### config.mk
export PLATFORM = sky130hd
export DESIGN_NAME = rps_logit_cell_update_core
export DESIGN_NICKNAME = d
export VERILOG_FILES = /design/src/sv/rlcu_pkg.sv /design/src/sv/rlcu_score.sv /design/src/sv/rlcu_weight.sv /design/src/sv/rlcu_decide.sv /design/src/sv/rps_logit_cell_update_core.sv
export SDC_FILE = /design/constraint.sdc
export NUM_CORES = 2
export LEC_CHECK = 0
export BUFFER_PORTS_ARGS = -buffer_cell sky130_fd_sc_hd__clkbuf_2
export CAP_MARGIN = 20
export CORE_MARGIN = 2
export CORE_UTILIZATION = 45
export DETAILED_ROUTE_END_ITERATION = 12
export PLACE_DENSITY_LB_ADDON = 0.08
export SLEW_MARGIN = 20
export SYNTH_ARGS = -nofsm -noshare
export SYNTH_HDL_FRONTEND = slang
export SYNTH_HIERARCHICAL = 1
export SYNTH_SLANG_ARGS = --single-unit
export TNS_END_PERCENT = 30
### constraint.sdc
create_clock -name clk -period 13.1 [get_ports clk]
set_input_delay 1.31 -clock clk [delete_from_list [all_inputs] [get_ports clk]]
set_output_delay 1.31 -clock clk [all_outputs]
set_load 0.01 [all_outputs]
### src/sv/rlcu_pkg.sv
`timescale 1ns / 1ps
// ----------------------------------------------------------------------------
// rlcu_pkg
// Types, constants and the exp table shared by the logit cell update core.
// ----------------------------------------------------------------------------
package rlcu_pkg;

  localparam int NUM_STRAT = 3;
  localparam int ROM_DEPTH = 256;
  localparam int ROM_AW    = 8;

  localparam logic [1:0] STRAT_ROCK     = 2'd0;
  localparam logic [1:0] STRAT_PAPER    = 2'd1;
  localparam logic [1:0] STRAT_SCISSORS = 2'd2;
  localparam logic [1:0] STRAT_NONE     = 2'd3;

  localparam logic [1:0] CFG_ROW_ROCK     = 2'd0;
  localparam logic [1:0] CFG_ROW_PAPER    = 2'd1;
  localparam logic [1:0] CFG_ROW_SCISSORS = 2'd2;
  localparam logic [1:0] CFG_INV_TEMP     = 2'd3;

  localparam logic [23:0] ROW_ROCK_RST     = 24'hF01000;
  localparam logic [23:0] ROW_PAPER_RST    = 24'h1000F0;
  localparam logic [23:0] ROW_SCISSORS_RST = 24'h00F010;
  localparam logic [15:0] INV_TEMP_RST     = 16'h1000;

  localparam longint unsigned EXP_STEP_Q32 = 64'd4034748382;

  typedef logic signed [9:0] score_t;
  typedef logic [9:0]        dist_t;
  typedef logic [25:0]       arg_t;
  typedef logic [14:0]       idx_t;
  typedef logic [15:0]       weight_t;

  typedef struct packed {
    logic [1:0]        north_strategy;
    logic [1:0]        east_strategy;
    logic [1:0]        south_strategy;
    logic [1:0]        west_strategy;
    logic signed [15:0] random_sample;
  } in_t;

  typedef struct packed {
    logic [1:0] new_strategy;
    logic       bad_input;
  } out_t;

  typedef struct packed {
    logic [23:0] row_rock;
    logic [23:0] row_paper;
    logic [23:0] row_scissors;
    logic [15:0] inv_temperature;
  } cfg_t;

  typedef struct packed {
    logic               valid;
    logic               bad;
    logic signed [15:0] sample;
    dist_t [NUM_STRAT-1:0] gap;
  } dist_stage_t;

  typedef struct packed {
    logic               valid;
    logic               bad;
    logic signed [15:0] sample;
    weight_t [NUM_STRAT-1:0] w;
  } weight_stage_t;

  typedef logic [15:0] exp_rom_t [ROM_DEPTH];

  function automatic exp_rom_t build_exp_rom();
    exp_rom_t        rom;
    longint unsigned e;
    longint unsigned q;
    e = 64'd1 << 32;
    for (int i = 0; i < ROM_DEPTH; i++) begin
      q = (e + 64'd32768) >> 16;
      rom[i] = (q > 64'd65535) ? 16'hFFFF : q[15:0];
      e = (e * EXP_STEP_Q32 + (64'd1 << 31)) >> 32;
    end
    return rom;
  endfunction

  localparam exp_rom_t EXP_ROM = build_exp_rom();

  function automatic logic signed [7:0] payoff(input logic [23:0] row, input logic [1:0] opp);
    logic signed [7:0] p;
    unique case (opp)
      STRAT_ROCK:     p = row[7:0];
      STRAT_PAPER:    p = row[15:8];
      STRAT_SCISSORS: p = row[23:16];
      STRAT_NONE:     p = 8'sd0;
    endcase
    return p;
  endfunction

endpackage

### src/sv/rlcu_score.sv
`timescale 1ns / 1ps
// ----------------------------------------------------------------------------
// rlcu_score
// Two stages: payoff sums per own strategy, then distance from the best score.
// ----------------------------------------------------------------------------
module rlcu_score (
  input  logic                 clk,
  input  logic                 rst_n,
  input  logic                 in_fire,
  input  rlcu_pkg::in_t        in_data,
  input  rlcu_pkg::cfg_t       cfg,
  output rlcu_pkg::dist_stage_t dist_out
);

  logic                 s1_valid_r;
  logic                 s1_bad_r;
  logic signed [15:0]   s1_sample_r;
  rlcu_pkg::score_t     s1_score_r [rlcu_pkg::NUM_STRAT];
  rlcu_pkg::score_t     score_nxt [rlcu_pkg::NUM_STRAT];
  logic [23:0]          rows [rlcu_pkg::NUM_STRAT];
  logic [1:0]           opp [4];
  rlcu_pkg::score_t     best;
  rlcu_pkg::dist_stage_t dist_r;
  rlcu_pkg::dist_stage_t dist_nxt;

  assign rows[0] = cfg.row_rock;
  assign rows[1] = cfg.row_paper;
  assign rows[2] = cfg.row_scissors;
  assign opp[0]  = in_data.north_strategy;
  assign opp[1]  = in_data.east_strategy;
  assign opp[2]  = in_data.south_strategy;
  assign opp[3]  = in_data.west_strategy;

  always_comb begin
    for (int s = 0; s < rlcu_pkg::NUM_STRAT; s++) begin
      score_nxt[s] = rlcu_pkg::score_t'(rlcu_pkg::payoff(rows[s], opp[0]))
                   + rlcu_pkg::score_t'(rlcu_pkg::payoff(rows[s], opp[1]))
                   + rlcu_pkg::score_t'(rlcu_pkg::payoff(rows[s], opp[2]))
                   + rlcu_pkg::score_t'(rlcu_pkg::payoff(rows[s], opp[3]));
    end
  end

  always_comb begin
    best = s1_score_r[0];
    if (s1_score_r[1] > best) begin
      best = s1_score_r[1];
    end
    if (s1_score_r[2] > best) begin
      best = s1_score_r[2];
    end
    dist_nxt.valid  = s1_valid_r;
    dist_nxt.bad    = s1_bad_r;
    dist_nxt.sample = s1_sample_r;
    for (int s = 0; s < rlcu_pkg::NUM_STRAT; s++) begin
      dist_nxt.gap[s] = rlcu_pkg::dist_t'(best - s1_score_r[s]);
    end
  end

  always_ff @(posedge clk) begin
    if (!rst_n) begin
      s1_valid_r   <= 1'b0;
      dist_r.valid <= 1'b0;
    end else begin
      s1_valid_r   <= in_fire;
      dist_r.valid <= dist_nxt.valid;
    end
    s1_bad_r      <= (opp[0] == rlcu_pkg::STRAT_NONE) || (opp[1] == rlcu_pkg::STRAT_NONE)
                  || (opp[2] == rlcu_pkg::STRAT_NONE) || (opp[3] == rlcu_pkg::STRAT_NONE);
    s1_sample_r   <= in_data.random_sample;
    s1_score_r    <= score_nxt;
    dist_r.bad    <= dist_nxt.bad;
    dist_r.sample <= dist_nxt.sample;
    dist_r.gap    <= dist_nxt.gap;
  end

  assign dist_out = dist_r;

endmodule

### src/sv/rlcu_weight.sv
`timescale 1ns / 1ps
// ----------------------------------------------------------------------------
// rlcu_weight
// Two stages: distance times inverse temperature, then rounding and exp lookup.
// ----------------------------------------------------------------------------
module rlcu_weight #(
  parameter int EXP_TABLE_DEPTH = 256
) (
  input  logic                   clk,
  input  logic                   rst_n,
  input  logic [15:0]            inv_temperature,
  input  rlcu_pkg::dist_stage_t  dist_in,
  output rlcu_pkg::weight_stage_t weight_out
);

  localparam int LUT_DEPTH = (EXP_TABLE_DEPTH < rlcu_pkg::ROM_DEPTH) ?
                             EXP_TABLE_DEPTH : rlcu_pkg::ROM_DEPTH;

  logic                    s3_valid_r;
  logic                    s3_bad_r;
  logic signed [15:0]      s3_sample_r;
  rlcu_pkg::arg_t          s3_arg_r [rlcu_pkg::NUM_STRAT];
  rlcu_pkg::arg_t          arg_nxt [rlcu_pkg::NUM_STRAT];
  rlcu_pkg::idx_t          idx [rlcu_pkg::NUM_STRAT];
  rlcu_pkg::weight_stage_t weight_r;
  rlcu_pkg::weight_stage_t weight_nxt;

  always_comb begin
    for (int s = 0; s < rlcu_pkg::NUM_STRAT; s++) begin
      arg_nxt[s] = rlcu_pkg::arg_t'(dist_in.gap[s]) * rlcu_pkg::arg_t'(inv_temperature);
    end
  end

  always_comb begin
    weight_nxt.valid  = s3_valid_r;
    weight_nxt.bad    = s3_bad_r;
    weight_nxt.sample = s3_sample_r;
    for (int s = 0; s < rlcu_pkg::NUM_STRAT; s++) begin
      idx[s] = rlcu_pkg::idx_t'((27'(s3_arg_r[s]) + 27'd2048) >> 12);
      if (idx[s] < rlcu_pkg::idx_t'(LUT_DEPTH)) begin
        weight_nxt.w[s] = rlcu_pkg::EXP_ROM[idx[s][rlcu_pkg::ROM_AW-1:0]];
      end else begin
        weight_nxt.w[s] = '0;
      end
    end
  end

  always_ff @(posedge clk) begin
    if (!rst_n) begin
      s3_valid_r     <= 1'b0;
      weight_r.valid <= 1'b0;
    end else begin
      s3_valid_r     <= dist_in.valid;
      weight_r.valid <= weight_nxt.valid;
    end
    s3_bad_r        <= dist_in.bad;
    s3_sample_r     <= dist_in.sample;
    s3_arg_r        <= arg_nxt;
    weight_r.bad    <= weight_nxt.bad;
    weight_r.sample <= weight_nxt.sample;
    weight_r.w      <= weight_nxt.w;
  end

  assign weight_out = weight_r;

endmodule

### src/sv/rlcu_decide.sv
`timescale 1ns / 1ps
// ----------------------------------------------------------------------------
// rlcu_decide
// Three stages: weight sums, scaled sample and thresholds, final comparison.
// ----------------------------------------------------------------------------
module rlcu_decide (
  input  logic                    clk,
  input  logic                    rst_n,
  input  rlcu_pkg::weight_stage_t weight_in,
  output logic                    out_valid,
  output rlcu_pkg::out_t          out_data
);

  logic               s5_valid_r;
  logic               s5_bad_r;
  logic signed [15:0] s5_sample_r;
  logic [17:0]        s5_sum_r;
  logic [15:0]        s5_w0_r;
  logic [16:0]        s5_w01_r;

  logic               s6_valid_r;
  logic               s6_bad_r;
  logic signed [33:0] s6_lhs_r;
  logic [27:0]        s6_thr0_r;
  logic [28:0]        s6_thr1_r;

  logic               out_valid_r;
  rlcu_pkg::out_t     out_data_r;
  rlcu_pkg::out_t     out_data_nxt;

  always_comb begin
    out_data_nxt.bad_input = s6_bad_r;
    if (s6_lhs_r < $signed({6'd0, s6_thr0_r})) begin
      out_data_nxt.new_strategy = rlcu_pkg::STRAT_ROCK;
    end else if (s6_lhs_r > $signed({5'd0, s6_thr1_r})) begin
      out_data_nxt.new_strategy = rlcu_pkg::STRAT_SCISSORS;
    end else begin
      out_data_nxt.new_strategy = rlcu_pkg::STRAT_PAPER;
    end
  end

  always_ff @(posedge clk) begin
    if (!rst_n) begin
      s5_valid_r  <= 1'b0;
      s6_valid_r  <= 1'b0;
      out_valid_r <= 1'b0;
    end else begin
      s5_valid_r  <= weight_in.valid;
      s6_valid_r  <= s5_valid_r;
      out_valid_r <= s6_valid_r;
    end
    s5_bad_r    <= weight_in.bad;
    s5_sample_r <= weight_in.sample;
    s5_sum_r    <= 18'(weight_in.w[0]) + 18'(weight_in.w[1]) + 18'(weight_in.w[2]);
    s5_w0_r     <= weight_in.w[0];
    s5_w01_r    <= 17'(weight_in.w[0]) + 17'(weight_in.w[1]);
    s6_bad_r    <= s5_bad_r;
    s6_lhs_r    <= 34'(s5_sample_r) * 34'($signed({1'b0, s5_sum_r}));
    s6_thr0_r   <= {s5_w0_r, 12'd0};
    s6_thr1_r   <= {s5_w01_r, 12'd0};
    out_data_r  <= out_data_nxt;
  end

  assign out_valid = out_valid_r;
  assign out_data  = out_data_r;

endmodule

### src/sv/rps_logit_cell_update_core.sv
`timescale 1ns / 1ps
// ----------------------------------------------------------------------------
// rps_logit_cell_update_core
// Logit-choice strategy update of one rock-paper-scissors cell.
// ----------------------------------------------------------------------------
// A result is transferred once its command has passed the score, weight and decide stages.
// Throughput: one cell per cycle, set by the seven-stage pipeline; busy stays low.
// The result strobe lasts one cycle and the receiver cannot stall it.
// Synchronous reset clears all valid bits and restores the payoff matrix and
// inverse temperature to their defaults; no results are pending after reset.
module rps_logit_cell_update_core #(
  parameter int EXP_TABLE_DEPTH = 256
) (
  input  logic           clk,
  input  logic           rst_n,
  input  logic           start,
  output logic           busy,
  input  rlcu_pkg::in_t  in_data,
  output logic           out_valid,
  output rlcu_pkg::out_t out_data,
  input  logic           cfg_valid,
  output logic           cfg_ready,
  input  logic [1:0]     cfg_index,
  input  logic [23:0]    cfg_data
);

  localparam int LATENCY = 7;

  rlcu_pkg::cfg_t          cfg_r;
  rlcu_pkg::dist_stage_t   dist_s;
  rlcu_pkg::weight_stage_t weight_s;
  logic                    in_fire;

  assign busy      = 1'b0;
  assign cfg_ready = 1'b1;
  assign in_fire   = start && !busy;

  always_ff @(posedge clk) begin
    if (!rst_n) begin
      cfg_r.row_rock        <= rlcu_pkg::ROW_ROCK_RST;
      cfg_r.row_paper       <= rlcu_pkg::ROW_PAPER_RST;
      cfg_r.row_scissors    <= rlcu_pkg::ROW_SCISSORS_RST;
      cfg_r.inv_temperature <= rlcu_pkg::INV_TEMP_RST;
    end else if (cfg_valid && cfg_ready) begin
      unique case (cfg_index)
        rlcu_pkg::CFG_ROW_ROCK:     cfg_r.row_rock        <= cfg_data;
        rlcu_pkg::CFG_ROW_PAPER:    cfg_r.row_paper       <= cfg_data;
        rlcu_pkg::CFG_ROW_SCISSORS: cfg_r.row_scissors    <= cfg_data;
        rlcu_pkg::CFG_INV_TEMP:     cfg_r.inv_temperature <= cfg_data[15:0];
      endcase
    end
  end

  rlcu_score u_score (
    .clk      (clk),
    .rst_n    (rst_n),
    .in_fire  (in_fire),
    .in_data  (in_data),
    .cfg      (cfg_r),
    .dist_out (dist_s)
  );

  rlcu_weight #(
    .EXP_TABLE_DEPTH (EXP_TABLE_DEPTH)
  ) u_weight (
    .clk             (clk),
    .rst_n           (rst_n),
    .inv_temperature (cfg_r.inv_temperature),
    .dist_in         (dist_s),
    .weight_out      (weight_s)
  );

  rlcu_decide u_decide (
    .clk       (clk),
    .rst_n     (rst_n),
    .weight_in (weight_s),
    .out_valid (out_valid),
    .out_data  (out_data)
  );

`ifndef SYNTHESIS
  a_result_follows: assert property (@(posedge clk) disable iff (!rst_n)
    in_fire |-> ##LATENCY out_valid)
    else $error("command transfer without a result");

  a_no_spurious: assert property (@(posedge clk) disable iff (!rst_n)
    out_valid |-> $past(in_fire, LATENCY))
    else $error("result without a command transfer");

  a_strategy_legal: assert property (@(posedge clk) disable iff (!rst_n)
    out_valid |-> out_data.new_strategy != rlcu_pkg::STRAT_NONE)
    else $error("invalid strategy code in result");

  a_bad_flag: assert property (@(posedge clk) disable iff (!rst_n)
    out_valid |-> out_data.bad_input == $past(
      (in_data.north_strategy == rlcu_pkg::STRAT_NONE) ||
      (in_data.east_strategy == rlcu_pkg::STRAT_NONE) ||
      (in_data.south_strategy == rlcu_pkg::STRAT_NONE) ||
      (in_data.west_strategy == rlcu_pkg::STRAT_NONE), LATENCY))
    else $error("bad_input does not match the neighbor codes");
`endif

endmodule

==> flow_metrics.py <==
metrics = {
    "run_status": {
        "status": "completed",
    },
    "synthesis": {
        "synth_nets": 7110,
        "synth_common_cells": "nand2_1 (785), inv_1 (762), fa_1 (621)",
        "synth_cell_types": 110,
        "synth_seq_area_share": 0.177,
        "syn_area_per_cell_sq_um": 8.64,
        "ys_top_cells_by_area": "fa_1 (24%), dfxtp_1 (18%), ha_1 (12%)",
        "synthFlopType": "dfxtp_1",
        "syn_area_sq_um": 51400,
        "yosysMostFrequentCell": "nand2_1",
        "yosys.area.top_type": "fa_1",
        "ys_ff_latch": 455,
        "synth_edf_count": 0,
        "syn_inst": 5946,
        "async_reset_ff_frac": 0,
        "yosys_warnings": 6,
        "synth_top_area_share": 0.242,
    },
    "min_path": {
        "hp-class": "flip-flop to flip-flop",
        "hp-start": "u_score/dist_out[39]$_DFF_P_",
    },
    "routing": {
        "dr_wl_met3_mm": 8.83,
        "drtIter0Drc": 3305,
        "top_layer_used": "met5",
        "via_per_inst": 5.59,
        "drcViolationCount": 0,
        "drt-wirelength-per-cell_um": 20.5,
        "wirelength_mm": 150,
        "postRouteAntennaNets": 0,
        "drt-met1-wl_mm": 67.1,
        "drtPass1Iterations": 6,
        "vias": 41014,
        "wl_met2_mm": 70.0,
    },
    "global_route": {
        "grtUsageTotal": 0.259,
        "antenna_found_initial": 2,
        "grt_overflow": 0,
        "grt_start_max_net_pins": 77,
        "grt_pass1_vias": 42033,
        "grt_first_pass_wirelength_mm": 240,
    },
    "place": {
        "gp_congestion": 0.910,
        "io_buffers": 57,
        "dp_hpwl_mm": 113,
    },
    "clock_network": {
        "insertion_delay_ns": 0.65,
        "cts_hold_buf": 0,
        "cts_tree": "built",
        "cts.repair.resized": 0,
        "post_cts_buffers": 0,
        "clock-sinks": 455,
        "cts-root-buf": "clkbuf_16",
        "cts_htree_levels": 2,
        "numCtsBuffers": 52,
        "clockBufferDepth": 3,
        "clkTransAtPathRegs_ns": 0.06,
    },
    "sta": {
        "fin_skew_ns": 0.0265,
        "hold_viol": 0,
        "setup_violations": 0,
        "grt_setup_unrepaired": "false",
        "relSlewSlack": 0.216,
        "tightestPinTransition_ns": 1.17,
        "post-route-period-util": 0.491,
        "fmax_ghz": 0.156,
        "period_minus_slack_ns": 6.43,
        "drv_slew": 0,
        "fin_tns_setup_ns": 0,
    },
    "power_and_ir_drop": {
        "power.leakage_uw": 0.0261,
        "ir_drop_uv": 215,
        "intPower_uw": 7000,
        "p_sw_uw": 8330,
        "powerDensity_nw_per_um2": 281,
        "switching_share": 0.543,
        "pwr-share-seq": 0.162,
        "combPwrFrac": 0.733,
        "clockPowerShare": 0.105,
    },
    "worst_setup_path": {
        "arrival_ns": 7.00,
        "crit_path_top_delay_cell": "dfxtp_1",
        "critPathKind": "flip-flop to flip-flop",
        "cpPeakStageDelay_ns": 0.56,
        "cp_data_required_time_ns": 13.67,
        "crit_fanout": 12,
        "cp.buffers_inverters": 3,
        "end_kind": "flip-flop",
        "timing.rr.start": "u_decide/s5_sample_r[15]$_DFF_P_",
        "crit_start": "u_decide/s5_sample_r[15]$_DFF_P_",
        "cp_top_family": "adder cells",
        "path_cells": "inv_1 -> nor2_1 -> fa_1 -> fa_1 -> fa_1 -> fa_1 -> fa_1 -> inv_1 -> fa_1 -> inv_1 -> ha_1 -> o211ai_1 -> nor3_1 -> o21ai_0 -> nand3_1 -> o21ai_1 -> o41ai_1 -> xor2_1",
        "cp-start-kind": "flip-flop",
        "crit_path_frequent_cell": "fa_1",
    },
    "floorplanning": {
        "die_w_um": 342,
        "pin_count": 60,
        "start_util": 0.455,
        "num_rows": 123,
        "die-area_sq_um": 117000,
        "core_area_sq_um": 113000,
        "dieHeight_um": 342,
    },
    "final_layout": {
        "seq_area_sq_um": 9110,
        "finalNetCount": 6959,
        "fill_cells": 11054,
        "layout-drive-gt1-share": 0.0500,
        "area_delta_synth_final_pct": 6.20,
        "multi_input_area_sq_um": 38000,
        "fin_util": 0.484,
    },
    "flow_run": {
        "drv_cap": 0,
    },
}
-- layout make-up --
type,count,area share
flip-flops and latches,455,0.167
multi-input cells,4397,0.697
clock inverters,31,0.00881
diodes,1,0.0000459
inverters,766,0.0527
well taps,1500,0.0344
clock buffers,64,0.0258
repair buffers,123,0.0144
-- final timing paths --
check,end,slack [ns],depth (start not counted)
max,u_decide/s6_lhs_r[32]$_DFF_P_,6.67,18
min,u_weight/s3_sample_r[9]$_DFF_P_,0.31,0
max reg2reg,u_decide/s6_lhs_r[32]$_DFF_P_,6.67,18
min reg2reg,u_weight/s3_sample_r[9]$_DFF_P_,0.31,0
-- registers in the layout, summed over array words and instances, names as in the netlist, 3 cells and up --
signal / cells
cfg_r: 88
u_decide/out_data: 3
u_decide/s5_sample_r: 16
u_decide/s5_sum_r: 18
u_decide/s5_w01_r: 17
u_decide/s5_w0_r: 16
u_decide/s6_lhs_r: 34
u_decide/s6_thr0_r: 16
u_decide/s6_thr1_r: 17
u_score/dist_out: 48
u_score/s1_sample_r: 16
u_score/s1_score_r: 30
u_weight/s3_arg_r: 45
u_weight/s3_sample_r: 16
u_weight/weight_out: 66
-- routing by layer --
metal  global-route usage  up-vias
li1                     -    19238
met1                0.356    20097
met4               0.0783        2
met2                0.426     1392
met5                    0        -
met3               0.0329      285
-- power groups by stage --
stage                     Clock [uW]  Combinational [uW]  Sequential (uW)
after floorplan                    0                8430             2050
after global placement             0               11200             2530
after detailed placement           0               11100             2530
after CTS                       1660               11200             2500
after global routing            1700               12600             2560
final                           1600               11200             2490
-- through the flow --
step	power (uW)	instance area, sq um	setup slack [ns]	std cells	hold WS (ns)
global placement	13700	52700	6.78	7241	0.310
detailed placement	13700	52700	6.67	7241	0.312
finish	15300	54500	6.67	7337	0.310
floorplan	10500	51400	7.26	5946	0.310
global route	16800	54500	6.22	7336	0.319
CTS	15400	54500	6.66	7336	0.315
-- placed cells by master (no fill, tap or decap), drive strengths merged, types with 30 or more instances in the layout --
cell | Yosys | routed
ha | 489 | 489
nand2b | 36 | 36
xnor2 | 123 | 123
a211oi | 60 | 60
nand3 | 57 | 57
a31oi | 48 | 48
mux2i | 184 | 184
nor2b | 33 | 33
clkbuf | 221 | 120
a21oi | 283 | 283
a21o | 63 | 63
nor2 | 284 | 284
o211ai | 49 | 49
and2 | 391 | 391
o22ai | 30 | 30
nor3 | 96 | 96
buf | 106 | 67
fa | 621 | 621
nand2 | 789 | 789
dfxtp | 455 | 455
xor2 | 60 | 60
inv | 765 | 770
o21ai | 295 | 295
-- worst reg2reg max path, stage by stage (launching register included) --
cell	delay, ns
dfxtp_1	0.56
inv_1	0.34
nor2_1	0.24
fa_1	0.45
fa_1	0.51
fa_1	0.51
fa_1	0.56
fa_1	0.56
inv_1	0.05
fa_1	0.53
inv_1	0.04
ha_1	0.40
o211ai_1	0.16
nor3_1	0.29
o21ai_0	0.16
nand3_1	0.24
o21ai_1	0.15
o41ai_1	0.43
xor2_1	0.17
-- cell families (layout without fill, tap and decap cells) --
| logic type | count (synthesis) | after routing | synth area share |
|---|---|---|---|
| fa+ha+maj | 1110 | 1110 | 0.361 |
| other cells | 2 | 3 | 0.000146 |
| flops | 455 | 455 | 0.177 |
| mux | 185 | 185 | 0.0363 |
| simple gates | 1829 | 1829 | 0.172 |
| xor+xnor | 183 | 183 | 0.0327 |
| buf+inv | 1094 | 984 | 0.0845 |
| compound gates | 1088 | 1088 | 0.136 |
(Power assumes the default switching activity.)
